**src/rtl/lsrr_pkg.sv**
```systemverilog
// Shared constants, beat types and queue index helpers for the lane shim router.
package lsrr_pkg;

    localparam int QUEUE_DEPTH = 8;
    localparam int DATA_WIDTH  = 32;
    localparam int LANES       = 4;
    localparam int PORTS       = LANES + 1;
    localparam int LANE_W      = 2;
    localparam int PORT_W      = $clog2(PORTS);
    localparam int QIDX_W      = (QUEUE_DEPTH > 1) ? $clog2(QUEUE_DEPTH) : 1;
    localparam int QCNT_W      = $clog2(QUEUE_DEPTH + 1);
    localparam int CRED_W      = 8;
    localparam int STALL_W     = 2;

    localparam logic [CRED_W-1:0] CRED_RESET = 8'd8;

    // Port numbering shared by arrival, credit and overflow masks.
    localparam int UP_PORT    = 0;
    localparam int LANE_PORT0 = 1;

    // Depth of the beat queues between front, back and result side.
    localparam int FIFO_DEPTH = 2;
    localparam int FPTR_W     = (FIFO_DEPTH > 1) ? $clog2(FIFO_DEPTH) : 1;
    localparam int FCNT_W     = $clog2(FIFO_DEPTH + 1);

    typedef logic [PORTS-1:0] port_mask_t;

    typedef struct packed {
        port_mask_t                          arrive;
        logic [LANE_W-1:0]                   up_lane;
        logic [DATA_WIDTH-1:0]               up_data;
        logic [LANES-1:0][DATA_WIDTH-1:0]    lane_data;
        port_mask_t                          credit_ret;
    } tick_t;

    typedef struct packed {
        logic                  down_valid;
        logic [LANE_W-1:0]     down_lane;
        logic [DATA_WIDTH-1:0] down_data;
        logic                  merge_valid;
        logic [LANE_W-1:0]     merge_lane;
        logic [DATA_WIDTH-1:0] merge_data;
        port_mask_t            credit_out;
        logic [STALL_W-1:0]    stall_count;
        logic                  contention;
        port_mask_t            overflow;
    } result_t;

    // Slot of the next free entry of a ring queue.
    function automatic logic [QIDX_W-1:0] tail_slot(input logic [QIDX_W-1:0] head,
                                                    input logic [QCNT_W-1:0] cnt);
        logic [QCNT_W:0] sum;
        sum = (QCNT_W + 1)'(head) + (QCNT_W + 1)'(cnt);
        if (sum >= (QCNT_W + 1)'(QUEUE_DEPTH))
        begin
            sum = sum - (QCNT_W + 1)'(QUEUE_DEPTH);
        end
        return sum[QIDX_W-1:0];
    endfunction

    function automatic logic [QIDX_W-1:0] head_step(input logic [QIDX_W-1:0] head);
        return (head == QIDX_W'(QUEUE_DEPTH - 1)) ? '0 : head + 1'b1;
    endfunction

endpackage

```
**src/rtl/lane_shim_rr_credit_router_unit.sv**
```systemverilog
// Top level of the lane shim router: front queue, tick engine and result queue.
//
// Channel   Handshake            Beat
// input     push / full          one network tick: arrivals and credit returns
// result    empty / pop          one tick outcome: forwards, credits, stalls, drops
// config    cfg_we / cfg_wdata   credit limit, reloads all five credit counters
//
// One tick beat is taken every cycle unless the result queue is full; the tick engine computes
// its result in that same cycle. A beat is registered in the front queue and its result in the
// result queue, from which the result shows on the result ports and can be popped.
// After reset all queues are empty, all credits and the limit are 8, arbitration starts at lane 0.
// Stalls on the result side back up through the two-entry queues to full.
module lane_shim_rr_credit_router_unit (
    input  logic                             clk,
    input  logic                             rst_n,
    input  logic                             push,
    output logic                             full,
    input  logic                             up_valid,
    input  logic [1:0]                       up_lane,
    input  logic [31:0]                      up_data,
    input  logic [3:0]                       lane_valid_mask,
    input  logic [31:0]                      lane0_data,
    input  logic [31:0]                      lane1_data,
    input  logic [31:0]                      lane2_data,
    input  logic [31:0]                      lane3_data,
    input  logic [4:0]                       credit_return_mask,
    output logic                             empty,
    input  logic                             pop,
    output logic                             down_valid,
    output logic [1:0]                       down_lane,
    output logic [31:0]                      down_data,
    output logic                             merge_valid,
    output logic [1:0]                       merge_lane,
    output logic [31:0]                      merge_data,
    output logic [4:0]                       credit_out_mask,
    output logic [1:0]                       stall_count,
    output logic                             contention,
    output logic [4:0]                       overflow_mask,
    input  logic                             cfg_we,
    input  logic [7:0]                       cfg_wdata
);
    import lsrr_pkg::*;

    logic                             tick_valid, tick_take;
    tick_t                            tick;
    logic                             res_full, res_push;
    result_t                          res_in, res_out;
    logic [LANES-1:0][DATA_WIDTH-1:0] lane_data;

    assign lane_data = {lane3_data, lane2_data, lane1_data, lane0_data};

    lsrr_front u_front (
        .clk                (clk),
        .rst_n              (rst_n),
        .push               (push),
        .full               (full),
        .up_valid           (up_valid),
        .up_lane            (up_lane),
        .up_data            (up_data),
        .lane_valid_mask    (lane_valid_mask),
        .lane_data          (lane_data),
        .credit_return_mask (credit_return_mask),
        .tick_valid         (tick_valid),
        .tick_take          (tick_take),
        .tick               (tick)
    );

    lsrr_back u_back (
        .clk        (clk),
        .rst_n      (rst_n),
        .cfg_we     (cfg_we),
        .cfg_wdata  (cfg_wdata),
        .tick_valid (tick_valid),
        .tick_take  (tick_take),
        .tick       (tick),
        .res_full   (res_full),
        .res_push   (res_push),
        .res        (res_in)
    );

    lsrr_res_fifo u_res_fifo (
        .clk      (clk),
        .rst_n    (rst_n),
        .res_push (res_push),
        .res_in   (res_in),
        .res_full (res_full),
        .empty    (empty),
        .pop      (pop),
        .res_out  (res_out)
    );

    assign down_valid      = res_out.down_valid;
    assign down_lane       = res_out.down_lane;
    assign down_data       = res_out.down_data;
    assign merge_valid     = res_out.merge_valid;
    assign merge_lane      = res_out.merge_lane;
    assign merge_data      = res_out.merge_data;
    assign credit_out_mask = res_out.credit_out;
    assign stall_count     = res_out.stall_count;
    assign contention      = res_out.contention;
    assign overflow_mask   = res_out.overflow;

endmodule

```
**src/rtl/lsrr_front.sv**
```systemverilog
// Front end: takes tick beats, builds the per-port arrival mask and queues them.
module lsrr_front (
    input  logic                         clk,
    input  logic                         rst_n,
    input  logic                         push,
    output logic                         full,
    input  logic                         up_valid,
    input  logic [1:0]                   up_lane,
    input  logic [lsrr_pkg::DATA_WIDTH-1:0] up_data,
    input  logic [lsrr_pkg::LANES-1:0]   lane_valid_mask,
    input  logic [lsrr_pkg::LANES-1:0][lsrr_pkg::DATA_WIDTH-1:0] lane_data,
    input  logic [lsrr_pkg::PORTS-1:0]   credit_return_mask,
    output logic                         tick_valid,
    input  logic                         tick_take,
    output lsrr_pkg::tick_t              tick
);
    import lsrr_pkg::*;

    tick_t              buf_mem [FIFO_DEPTH];
    tick_t              in_tick;
    logic [FPTR_W-1:0]  wr_ptr_reg, wr_ptr_next;
    logic [FPTR_W-1:0]  rd_ptr_reg, rd_ptr_next;
    logic [FCNT_W-1:0]  cnt_reg, cnt_next;
    logic               do_push, do_pop;

    always_comb
    begin
        in_tick.arrive     = {lane_valid_mask, up_valid};
        in_tick.up_lane    = LANE_W'(up_lane);
        in_tick.up_data    = up_data;
        in_tick.lane_data  = lane_data;
        in_tick.credit_ret = credit_return_mask;
    end

    assign full       = (cnt_reg == FCNT_W'(FIFO_DEPTH));
    assign tick_valid = (cnt_reg != '0);
    assign do_push    = push && !full;
    assign do_pop     = tick_take && tick_valid;
    assign tick       = buf_mem[rd_ptr_reg];

    always_comb
    begin
        wr_ptr_next = wr_ptr_reg;
        rd_ptr_next = rd_ptr_reg;
        if (do_push)
        begin
            wr_ptr_next = (wr_ptr_reg == FPTR_W'(FIFO_DEPTH - 1)) ? '0 : wr_ptr_reg + 1'b1;
        end
        if (do_pop)
        begin
            rd_ptr_next = (rd_ptr_reg == FPTR_W'(FIFO_DEPTH - 1)) ? '0 : rd_ptr_reg + 1'b1;
        end
        cnt_next = cnt_reg + FCNT_W'(do_push) - FCNT_W'(do_pop);
    end

    always_ff @(posedge clk or negedge rst_n)
    begin
        if (!rst_n)
        begin
            wr_ptr_reg <= '0;
            rd_ptr_reg <= '0;
            cnt_reg    <= '0;
        end
        else
        begin
            wr_ptr_reg <= wr_ptr_next;
            rd_ptr_reg <= rd_ptr_next;
            cnt_reg    <= cnt_next;
        end
    end

    always_ff @(posedge clk)
    begin
        if (do_push)
        begin
            buf_mem[wr_ptr_reg] <= in_tick;
        end
    end

endmodule

```
**src/rtl/lsrr_back.sv**
```systemverilog
// Back end: port queues, credit counters, round robin merge; one tick per cycle if !res_full.
module lsrr_back (
    input  logic                          clk,
    input  logic                          rst_n,
    input  logic                          cfg_we,
    input  logic [lsrr_pkg::CRED_W-1:0]   cfg_wdata,
    input  logic                          tick_valid,
    output logic                          tick_take,
    input  lsrr_pkg::tick_t               tick,
    input  logic                          res_full,
    output logic                          res_push,
    output lsrr_pkg::result_t             res
);
    import lsrr_pkg::*;

    logic [LANE_W-1:0]     upq_lane_mem [QUEUE_DEPTH];
    logic [DATA_WIDTH-1:0] upq_data_mem [QUEUE_DEPTH];
    logic [DATA_WIDTH-1:0] laneq_mem [LANES][QUEUE_DEPTH];

    logic [QIDX_W-1:0]  head_reg [PORTS];
    logic [QIDX_W-1:0]  head_next [PORTS];
    logic [QCNT_W-1:0]  cnt_reg [PORTS];
    logic [QCNT_W-1:0]  cnt_next [PORTS];
    logic [QCNT_W-1:0]  cnt_arr [PORTS];
    logic [QIDX_W-1:0]  slot [PORTS];
    logic [CRED_W-1:0]  cred_reg [PORTS];
    logic [CRED_W-1:0]  cred_next [PORTS];
    logic [CRED_W-1:0]  cred_ret [PORTS];
    logic [CRED_W-1:0]  limit_reg;
    logic [LANE_W-1:0]  rr_reg, rr_next;

    port_mask_t            acc, ovf, pop_mask;
    logic [LANE_W-1:0]     head_lane;
    logic [DATA_WIDTH-1:0] head_data;
    logic [LANES-1:0][DATA_WIDTH-1:0] lane_head;
    logic [LANES-1:0]      nonempty;
    logic [PORT_W-1:0]     down_port;
    logic                  up_waiting, down_ok, merge_ok, found;
    logic [LANE_W-1:0]     sel, cand;
    int                    cand_i;

    assign tick_take = tick_valid && !res_full;
    assign res_push  = tick_take;

    always_comb
    begin
        // Arrivals are placed before departures, so a full queue drops even if it drains now.
        for (int p = 0; p < PORTS; p++)
        begin
            acc[p]     = tick.arrive[p] && (cnt_reg[p] != QCNT_W'(QUEUE_DEPTH));
            ovf[p]     = tick.arrive[p] && !acc[p];
            cnt_arr[p] = cnt_reg[p] + QCNT_W'(acc[p]);
            slot[p]    = tail_slot(head_reg[p], cnt_reg[p]);
            cred_ret[p] = (tick.credit_ret[p] && (cred_reg[p] < limit_reg))
                          ? cred_reg[p] + 1'b1 : cred_reg[p];
        end

        // An empty queue that just took a flit has it at the head this same tick.
        head_lane = (cnt_reg[UP_PORT] == '0) ? tick.up_lane : upq_lane_mem[head_reg[UP_PORT]];
        head_data = (cnt_reg[UP_PORT] == '0) ? tick.up_data : upq_data_mem[head_reg[UP_PORT]];
        for (int l = 0; l < LANES; l++)
        begin
            lane_head[l] = (cnt_reg[LANE_PORT0 + l] == '0)
                           ? tick.lane_data[l]
                           : laneq_mem[l][head_reg[LANE_PORT0 + l]];
            nonempty[l]  = (cnt_arr[LANE_PORT0 + l] != '0);
        end

        up_waiting = (cnt_arr[UP_PORT] != '0);
        down_port  = PORT_W'(head_lane) + PORT_W'(LANE_PORT0);
        down_ok    = up_waiting && (cred_ret[down_port] != '0);

        sel   = '0;
        found = 1'b0;
        for (int i = 0; i < LANES; i++)
        begin
            cand_i = int'(rr_reg) + i;
            if (cand_i >= LANES)
            begin
                cand_i = cand_i - LANES;
            end
            cand = LANE_W'(cand_i);
            if (!found && nonempty[cand])
            begin
                sel   = cand;
                found = 1'b1;
            end
        end
        merge_ok = found && (cred_ret[UP_PORT] != '0);

        pop_mask          = '0;
        pop_mask[UP_PORT] = down_ok;
        for (int l = 0; l < LANES; l++)
        begin
            pop_mask[LANE_PORT0 + l] = merge_ok && (sel == LANE_W'(l));
        end

        for (int p = 0; p < PORTS; p++)
        begin
            cred_next[p] = cred_ret[p];
            cnt_next[p]  = cnt_arr[p] - QCNT_W'(pop_mask[p]);
            head_next[p] = pop_mask[p] ? head_step(head_reg[p]) : head_reg[p];
        end
        if (down_ok)
        begin
            cred_next[down_port] = cred_ret[down_port] - 1'b1;
        end
        if (merge_ok)
        begin
            cred_next[UP_PORT] = cred_ret[UP_PORT] - 1'b1;
        end
        rr_next = merge_ok ? ((sel == LANE_W'(LANES - 1)) ? '0 : sel + 1'b1) : rr_reg;

        res.down_valid  = down_ok;
        res.down_lane   = down_ok ? head_lane : '0;
        res.down_data   = down_ok ? head_data : '0;
        res.merge_valid = merge_ok;
        res.merge_lane  = merge_ok ? sel : '0;
        res.merge_data  = merge_ok ? lane_head[sel] : '0;
        res.credit_out  = pop_mask;
        res.stall_count = STALL_W'(up_waiting && !down_ok) + STALL_W'(found && !merge_ok);
        res.contention  = ($countones(nonempty) > 1);
        res.overflow    = ovf;
    end

    always_ff @(posedge clk or negedge rst_n)
    begin
        if (!rst_n)
        begin
            limit_reg <= CRED_RESET;
            rr_reg    <= '0;
            for (int p = 0; p < PORTS; p++)
            begin
                head_reg[p] <= '0;
                cnt_reg[p]  <= '0;
                cred_reg[p] <= CRED_RESET;
            end
        end
        else if (cfg_we)
        begin
            // A new limit reloads every credit counter.
            limit_reg <= cfg_wdata;
            for (int p = 0; p < PORTS; p++)
            begin
                cred_reg[p] <= cfg_wdata;
            end
        end
        else if (tick_take)
        begin
            rr_reg <= rr_next;
            for (int p = 0; p < PORTS; p++)
            begin
                head_reg[p] <= head_next[p];
                cnt_reg[p]  <= cnt_next[p];
                cred_reg[p] <= cred_next[p];
            end
        end
    end

    always_ff @(posedge clk)
    begin
        if (tick_take && acc[UP_PORT])
        begin
            upq_lane_mem[slot[UP_PORT]] <= tick.up_lane;
            upq_data_mem[slot[UP_PORT]] <= tick.up_data;
        end
        for (int l = 0; l < LANES; l++)
        begin
            if (tick_take && acc[LANE_PORT0 + l])
            begin
                laneq_mem[l][slot[LANE_PORT0 + l]] <= tick.lane_data[l];
            end
        end
    end

endmodule

```
**src/rtl/lsrr_res_fifo.sv**
```systemverilog
// Result queue that holds finished beats until the consumer pops them.
module lsrr_res_fifo (
    input  logic               clk,
    input  logic               rst_n,
    input  logic               res_push,
    input  lsrr_pkg::result_t  res_in,
    output logic               res_full,
    output logic               empty,
    input  logic               pop,
    output lsrr_pkg::result_t  res_out
);
    import lsrr_pkg::*;

    result_t            buf_mem [FIFO_DEPTH];
    logic [FPTR_W-1:0]  wr_ptr_reg, wr_ptr_next;
    logic [FPTR_W-1:0]  rd_ptr_reg, rd_ptr_next;
    logic [FCNT_W-1:0]  cnt_reg, cnt_next;
    logic               do_push, do_pop;

    assign res_full = (cnt_reg == FCNT_W'(FIFO_DEPTH));
    assign empty    = (cnt_reg == '0);
    assign do_push  = res_push && !res_full;
    assign do_pop   = pop && !empty;
    assign res_out  = buf_mem[rd_ptr_reg];

    always_comb
    begin
        wr_ptr_next = wr_ptr_reg;
        rd_ptr_next = rd_ptr_reg;
        if (do_push)
        begin
            wr_ptr_next = (wr_ptr_reg == FPTR_W'(FIFO_DEPTH - 1)) ? '0 : wr_ptr_reg + 1'b1;
        end
        if (do_pop)
        begin
            rd_ptr_next = (rd_ptr_reg == FPTR_W'(FIFO_DEPTH - 1)) ? '0 : rd_ptr_reg + 1'b1;
        end
        cnt_next = cnt_reg + FCNT_W'(do_push) - FCNT_W'(do_pop);
    end

    always_ff @(posedge clk or negedge rst_n)
    begin
        if (!rst_n)
        begin
            wr_ptr_reg <= '0;
            rd_ptr_reg <= '0;
            cnt_reg    <= '0;
        end
        else
        begin
            wr_ptr_reg <= wr_ptr_next;
            rd_ptr_reg <= rd_ptr_next;
            cnt_reg    <= cnt_next;
        end
    end

    always_ff @(posedge clk)
    begin
        if (do_push)
        begin
            buf_mem[wr_ptr_reg] <= res_in;
        end
    end

endmodule

```
**config.mk**
```make
export PLATFORM = sky130hd
export DESIGN_NAME = lane_shim_rr_credit_router_unit
export DESIGN_NICKNAME = d
export VERILOG_FILES = /design/src/rtl/lsrr_pkg.sv /design/src/rtl/lane_shim_rr_credit_router_unit.sv /design/src/rtl/lsrr_front.sv /design/src/rtl/lsrr_back.sv /design/src/rtl/lsrr_res_fifo.sv
export SDC_FILE = /design/constraint.sdc
export NUM_CORES = 2
export LEC_CHECK = 0
export BUFFER_PORTS_ARGS = -buffer_cell sky130_fd_sc_hd__buf_2
export CAP_MARGIN = 20
export CORE_MARGIN = 5
export CORE_UTILIZATION = 60
export DETAILED_ROUTE_END_ITERATION = 7
export PLACE_DENSITY = 0.77
export SLEW_MARGIN = 20
export SYNTH_ARGS = -nofsm -noshare
export SYNTH_HDL_FRONTEND = slang
export SYNTH_SLANG_ARGS = --single-unit
```
**constraint.sdc**
```tcl
create_clock -name clk -period 26.5 [get_ports clk]
set_clock_uncertainty 0.2 [all_clocks]
set_input_delay 2.65 -clock clk [delete_from_list [all_inputs] [get_ports clk]]
set_output_delay 2.65 -clock clk [all_outputs]
set_load 0.01 [all_outputs]
```
### Word-level counts from Yosys, hierarchy flattened

Memory sizes are Yosys's and may differ from the RTL's.
Cells that the tools add are included.

| cells by class | value |
|---|---|
| add/subtract/negate cells | 53 |
| mux-type cells | 96 |
| reductions and logical operators | 77 |
| equality and inequality tests | 15 |
| bitwise logic cells | 10 |
| magnitude comparators | 34 |

Operators by type and width:

| kind | count |
|---|---|
| two-way mux 256 bit | 4 |
| two-way mux 32 bit | 20 |
| binary-select mux 32 bit (select 3 bit) | 4 |
| demux 32 bit (select 3 bit) | 4 |
| two-way mux 40 bit | 3 |
| two-way mux 8 bit | 9 |
| binary-select mux 32 bit (select 2 bit) | 1 |
| logical AND 1 bit | 41 |
| adder 8 x 1 -> 8 bit, second input constant | 5 |
| bitwise mux 40 bit | 1 |
| less-than comparator 8 bit | 5 |
| greater-or-equal comparator 4 bit, second input constant | 9 |
| NOT 3 -> 4 bit | 9 |
| adder 32 bit | 1 |
| greater-than comparator 32 x 2 -> 1 bit, second input constant | 1 |
| two-way mux 3 bit | 10 |
| adder 3 x 4 -> 5 bit | 5 |
| greater-or-equal comparator 5 x 4 -> 1 bit, second input constant | 5 |
| binary-select mux 8 bit (select 3 bit) | 1 |
| demux 8 bit (select 3 bit) | 1 |
| two-way mux 2 bit | 12 |
| two-way mux 1 bit | 22 |
| adder 4 x 1 -> 4 bit | 5 |
| zero test 4 bit | 5 |
| other kinds (29) | 102 |

| word-level totals | value |
|---|---|
| word-level logic and storage cells | 313 |
| input port bits | 185 |
| output and inout port bits | 85 |
| register bits | 93 |
| memories | 5 |
| bits in writable memories | 1806 |

Memories:

| name | depth | width | rd ports | clocked after memory_dff | wr ports | RTL line | source |
|---|---|---|---|---|---|---|---|
| u_back.laneq_mem | 4 | 256 | 4 | 0 | 4 | lsrr_back.sv:18 | `logic [DATA_WIDTH-1:0] laneq_mem [LANES][QUEUE_DEPTH];` |
| u_front.buf_mem | 2 | 172 | 1 | 0 | 1 | lsrr_front.sv:19 | `tick_t buf_mem [FIFO_DEPTH];` |
| u_back.upq_data_mem | 8 | 32 | 1 | 0 | 1 | lsrr_back.sv:17 | `logic [DATA_WIDTH-1:0] upq_data_mem [QUEUE_DEPTH];` |
| u_res_fifo.buf_mem | 2 | 83 | 1 | 0 | 1 | lsrr_res_fifo.sv:14 | `result_t buf_mem [FIFO_DEPTH];` |
| u_back.upq_lane_mem | 8 | 2 | 1 | 0 | 1 | lsrr_back.sv:16 | `logic [LANE_W-1:0] upq_lane_mem [QUEUE_DEPTH];` |

### Logic depth before layout (Yosys ltp)

| logic depth | value |
|---|---|
| depth in word-level cells | 20 |
| gate-level depth with buffers | 26 |
| mapped depth without buffers | 21 |

### By module

From an unflattened synthesis, not the netlist that was laid out.

| second synthesis, totals | value |
|---|---|
| cell total of the unflattened synthesis | 4247 |
| area total of the unflattened synthesis | 78360.2 um^2 |

Modules (own cells, without submodules):

| module | area each (um^2) | cells each | times used |
|---|---|---|---|
| lsrr_back | 59213.0 | 3418 | 1 |
| lsrr_front | 12715.9 | 553 | 1 |
| lsrr_res_fifo | 6431.2 | 276 | 1 |

### Least setup slack after synthesis

No wires, ideal clock.

| timing path | value |
|---|---|
| path kind | input -> register |
| from | input push |
| to | memory u_front.buf_mem[0][0] in the netlist's numbering, enable pin |
| arrival | 9874 ps |
| stages on the path | 2 |
| slack | 15720 ps |
| setup time | 706 ps |
| buffers on the path | 0 |
| path through | nand2_1 -> nor2_1 |

| on the way | value |
|---|---|
| longest elaborated chain between the ends | 3 |

RTL lines:

| item | RTL line | source |
|---|---|---|
| from (decl) | lane_shim_rr_credit_router_unit.sv:16 | `input logic push,` |
| logical AND 1 bit | lsrr_front.sv:37 | `assign do_push = push && !full;` |
| two-way mux 1 bit | lsrr_front.sv:74 | `if (do_push)` |
| two-way mux 1 bit (not written as such) | lsrr_front.sv:76 | `buf_mem[wr_ptr_reg] <= in_tick;` |
| to (decl) | lsrr_front.sv:19 |  |

No other way between the ends.

==> results_tabular.tex <==
\begin{tabular}{lr}
\hline
Metric & Value \\
\hline
\multicolumn{2}{l}{\textbf{Timing}} \\
\quad Final period demand of the worst path & 6.448 ns \\
\quad Worst Max-Slew Pin Slew & 1.065 ns \\
\quad Post-Route Setup TNS & 0 ns \\
\quad Max-slew violation total from the final report & 0 \\
\quad Final-report hold violation count & 0 \\
\quad Max-Slew Margin vs Limit & 0.2893 \\
\quad Setup repair after global routing missed its margin & no \\
\quad Tightest hold margin & 0.3083 ns \\
\quad Maximum frequency from static timing analysis & 155.1 MHz \\
\quad Share of the cycle needed by the critical path after routing & 0.2433 \\
\quad Finish-stage setup viols & 0 \\
\multicolumn{2}{l}{\textbf{Setup path}} \\
\quad Maximum fanout along the worst path & 37 \\
\quad Required time at the endpoint of the critical path & 26.98 ns \\
\quad Critical path arrival & 6.93 ns \\
\quad Worst-path cell chain & buf\_4, buf\_16, mux2i\_1, mux4\_2, o21bai\_4, ha\_1, inv\_1, nor2\_1, and2\_1, a221o\_1, inv\_1, ha\_1, nand4\_2, o21ai\_4, buf\_4, inv\_1, ha\_1, ha\_1, xor2\_1, nand2\_1, xnor2\_1 \\
\quad Critical path class & register to register \\
\quad Worst reg2reg path startpoint & u\_back.head\_reg[12] \\
\quad Launching instance or port of the critical path & u\_back.head\_reg[12] \\
\quad Setup crit start kind & register \\
\quad Worst path bufs/invs & 6 \\
\quad Largest delay share family, worst path & buffers and inverters \\
\quad Max stage delay cell, worst path & sky130\_fd\_sc\_hd\_\_dfrtp\_4 \\
\quad Slowest cell delay on critical path & 0.73 ns \\
\quad CP dominant cell by count & sky130\_fd\_sc\_hd\_\_ha\_1 \\
\quad Element type at the critical path end & register \\
\multicolumn{2}{l}{\textbf{Power}} \\
\quad Total power & 12200 µW \\
\quad Power per cell area & 140.1 mW/mm² \\
\quad Sequential share of power & 0.402 \\
\quad Leakage power & 0.02885 µW \\
\quad Internal Pwr Total & 7671 µW \\
\quad Net Switching & 4530 µW \\
\quad Share of total power in the clock network & 0.206 \\
\quad Max IR drop VDD & 104.4 µV \\
\quad Comb pwr share & 0.391 \\
\quad Sw Share & 0.3713 \\
\multicolumn{2}{l}{\textbf{Placement}} \\
\quad Post-DP HPWL & 110800 µm \\
\quad \# port buffers & 269 \\
\quad Routability congestion estimate from global placement & 0.9123 \\
\multicolumn{2}{l}{\textbf{Status}} \\
\quad Result of the run & finished, final reports clean \\
\multicolumn{2}{l}{\textbf{Logic synthesis}} \\
\quad Library cells used by synthesis & 82 \\
\quad Post-Syn Area per Cell & 18.76 µm² \\
\quad Register area share after synthesis & 0.7290 \\
\quad Cells after Synth & 4132 \\
\quad XOR/XNOR Fraction of Synth Area & 0.009153 \\
\quad Mux contribution to synthesized area & 0.1583 \\
\quad Main flop type after synthesis & sky130\_fd\_sc\_hd\_\_edfxtp\_1 \\
\quad Number of enable-type register cells in the synthesized netlist & 1804 \\
\quad Mapped cell area & 0.07751 mm² \\
\quad Compound-cell area share of the yosys netlist & 0.04197 \\
\quad Asr flop ratio synth & 0.04902 \\
\quad Largest family of logic cells by synthesized area & multiplexers \\
\quad Number of synthesized register bits & 1897 \\
\quad Post-Syn Nets & 4416 \\
\quad Basic-gate share of the synthesized area counting and, or, nand and nor cells & 0.03128 \\
\quad Count of warnings emitted by yosys & 0 \\
\quad Share of synthesized cell area in full adder, half adder and majority cells & 0.01656 \\
\multicolumn{2}{l}{\textbf{Layout}} \\
\quad Most common cell after layout, fill and taps aside & sky130\_fd\_sc\_hd\_\_edfxtp\_1 \\
\quad Filler Cell Count & 7992 \\
\quad Most frequent cells in the layout & sky130\_fd\_sc\_hd\_\_edfxtp\_1 (1804), sky130\_fd\_sc\_hd\_\_mux4\_2 (323), sky130\_fd\_sc\_hd\_\_buf\_2 (268), sky130\_fd\_sc\_hd\_\_mux2\_2 (260), sky130\_fd\_sc\_hd\_\_mux2i\_1 (202) \\
\quad Multi-input logic area & 0.02032 mm² \\
\quad Total area of sequential cells & 0.05655 mm² \\
\quad Fraction of layout instances using a drive strength above 1 & 0.2793 \\
\quad Max FFs per register & 1024 \\
\quad Final \#Nets & 4740 \\
\quad Synth-to-layout area growth & 12.37\% \\
\multicolumn{2}{l}{\textbf{Routing}} \\
\quad Metal-1 WL & 68710 µm \\
\quad WL/cell & 28.75 µm \\
\quad DRC & 0 \\
\quad DRC marker count from the first detailed-route iteration & 4484 \\
\quad Top metal layer carrying routed signals & met5 \\
\quad Number of routed nets with antenna violations & 0 \\
\quad Wire length on met2 & 90190 µm \\
\quad Number of detailed-route iterations in the first pass & 6 \\
\quad DR vias/cell & 6.435 \\
\quad Total number of vias & 40.82k \\
\quad Met3 wirelength from detailed routing & 15970 µm \\
\quad Post-Route WL & 182400 µm \\
\multicolumn{2}{l}{\textbf{GRT}} \\
\quad Largest net degree at the start of global routing & 81 \\
\quad Vias in the first global route & 41.20k \\
\quad Total GRT Usage & 0.2682 \\
\quad First-pass GRT wire length & 269000 µm \\
\quad Number of antenna violations at the first check in global routing & 10 \\
\quad GRT Residual Overflow & 0 \\
\multicolumn{2}{l}{\textbf{Clocking}} \\
\quad Clock tree from TritonCTS & built \\
\quad Number of hold buffers added after CTS & 0 \\
\quad Setup Buffers After CTS & 0 \\
\quad Count of H-tree levels built during CTS & 4 \\
\quad Sinks on the clock net & 1897 \\
\quad Clock transition at the register clock pins on the worst setup and hold paths after CTS & 0.06 ns \\
\quad Post-CTS resize count & 0 \\
\quad CTS buffer count & 185 \\
\quad Clock insertion delay at the later pin of the skew report & 0.81 ns \\
\quad Clock root buffer & sky130\_fd\_sc\_hd\_\_clkbuf\_16 \\
\quad Number of buffers on the longest clock path & 3 \\
\multicolumn{2}{l}{\textbf{Worst hold path}} \\
\quad Hold path startpoint & u\_front.cnt\_reg[1] \\
\quad Min-Delay Path Class & register to register \\
\multicolumn{2}{l}{\textbf{Die}} \\
\quad Io pins & 270 \\
\quad Effective utilization at floorplan & 0.6055 \\
\quad Die boundary height & 369.4 µm \\
\quad Die W & 369.4 µm \\
\quad Row count & 131 \\
\quad Standard cell core area & 0.1280 mm² \\
\quad Die area & 0.1365 mm² \\
\multicolumn{2}{l}{\textbf{Run}} \\
\quad Number of max-cap violations & 0 \\
\hline
\end{tabular}
cell families after synthesis:
group	after synthesis
buffers and inverters	270
adders and majority gates	99
and+or+nand+nor	525
muxes	789
DFF	1897
AOI/OAI and AO/OA	471
xor gates and xnor gates	81
power groups by stage:
| stage | clock, µW | combinational [µW] | sequential, µW |
|---|---|---|---|
| 6_report | 2520 | 4770 | 4910 |
| 5_1_grt | 2690 | 5070 | 4980 |
| 4_1_cts | 2550 | 4750 | 4910 |
| 3_5_place_dp | 0 | 4710 | 4960 |
| 3_3_place_gp | 0 | 4620 | 4910 |
| 2_1_floorplan | 0 | 3160 | 4830 |
per-layer routing:
layer  vias to the layer above  track usage
li1                      17380            -
met2                      1938       0.4362
met4                         6       0.1098
met5                         -            0
met1                     21150       0.3602
met3                       344      0.05531
worst register-to-register path: stages (launching register included):
cell and delay [ns]:
sky130_fd_sc_hd__dfrtp_4 0.73, sky130_fd_sc_hd__buf_4 0.42, sky130_fd_sc_hd__buf_16 0.32, sky130_fd_sc_hd__mux2i_1 0.13, sky130_fd_sc_hd__mux4_2 0.53, sky130_fd_sc_hd__o21bai_4 0.42, sky130_fd_sc_hd__ha_1 0.37, sky130_fd_sc_hd__inv_1 0.12
sky130_fd_sc_hd__nor2_1 0.07, sky130_fd_sc_hd__and2_1 0.22, sky130_fd_sc_hd__a221o_1 0.41, sky130_fd_sc_hd__inv_1 0.17, sky130_fd_sc_hd__ha_1 0.19, sky130_fd_sc_hd__nand4_2 0.14, sky130_fd_sc_hd__o21ai_4 0.32, sky130_fd_sc_hd__buf_4 0.51
sky130_fd_sc_hd__inv_1 0.20, sky130_fd_sc_hd__ha_1 0.26, sky130_fd_sc_hd__ha_1 0.21, sky130_fd_sc_hd__xor2_1 0.13, sky130_fd_sc_hd__nand2_1 0.09, sky130_fd_sc_hd__xnor2_1 0.15
Yosys cell counts (all sizes together) (5+ instances only):
library cell,number,area share
a211oi,66,0.0064
a21o,11,0.0011
a21oi,65,0.0042
a221o,20,0.0026
a311oi,9,0.0012
a31oi,32,0.0026
and2,24,0.0019
and3,10,0.00081
buf,76,0.0043
clkbuf,140,0.0068
dfrtp,87,0.028
dfstp,6,0.0020
edfxtp,1804,0.70
fa,6,0.0015
ha,93,0.015
inv,53,0.0026
mux2,264,0.038
mux2i,202,0.026
mux4,323,0.094
nand2,186,0.0090
nand2b,28,0.0023
nand3,34,0.0022
nand3b,5,0.00048
nand4,11,0.00097
nor2,159,0.0077
nor2b,9,0.00073
nor3,24,0.0015
nor4,7,0.00084
o211ai,116,0.011
o21a,6,0.00058
o21ai,97,0.0063
o21bai,5,0.00063
or2,12,0.00097
xnor2,50,0.0056
xor2,31,0.0035
worst paths after layout:
path | to | slack, ns | cells after the start
max in group asynchronous | u_back.head_reg[6] | 23.18 | 2
min in group asynchronous | u_res_fifo.rd_ptr_reg | 1.64 | 1
worst max-delay path | u_back.cnt_reg[18] | 20.05 | 21
worst min register to register | u_front.cnt_reg[1] | 0.31 | 1
worst min-delay path | u_front.cnt_reg[1] | 0.31 | 1
worst max register to register | u_back.cnt_reg[18] | 20.05 | 21
area by class of cell:
class	instances	share of cell area
Sequential cell	1897	0.6492
Multi-Input combinational cell	1965	0.2333
Clock buffer	228	0.05595
Tap cell	1729	0.02484
Timing Repair Buffer	353	0.02296
Clock inverter	111	0.01122
Inverter	54	0.002327
Antenna cell	6	0.0001724
through the flow:
step	setup WS (ns)	std cells	util	cell area [µm²]
floorplan	15.72	4132	-	77510
global placement	19.80	5997	0.6343	81200
detailed placement	19.82	5997	0.6344	81200
CTS	19.75	6336	0.6801	87050
global route	19.56	6337	0.6803	87080
finish	20.05	6343	0.6804	87100
(Power assumes the default switching activity.)
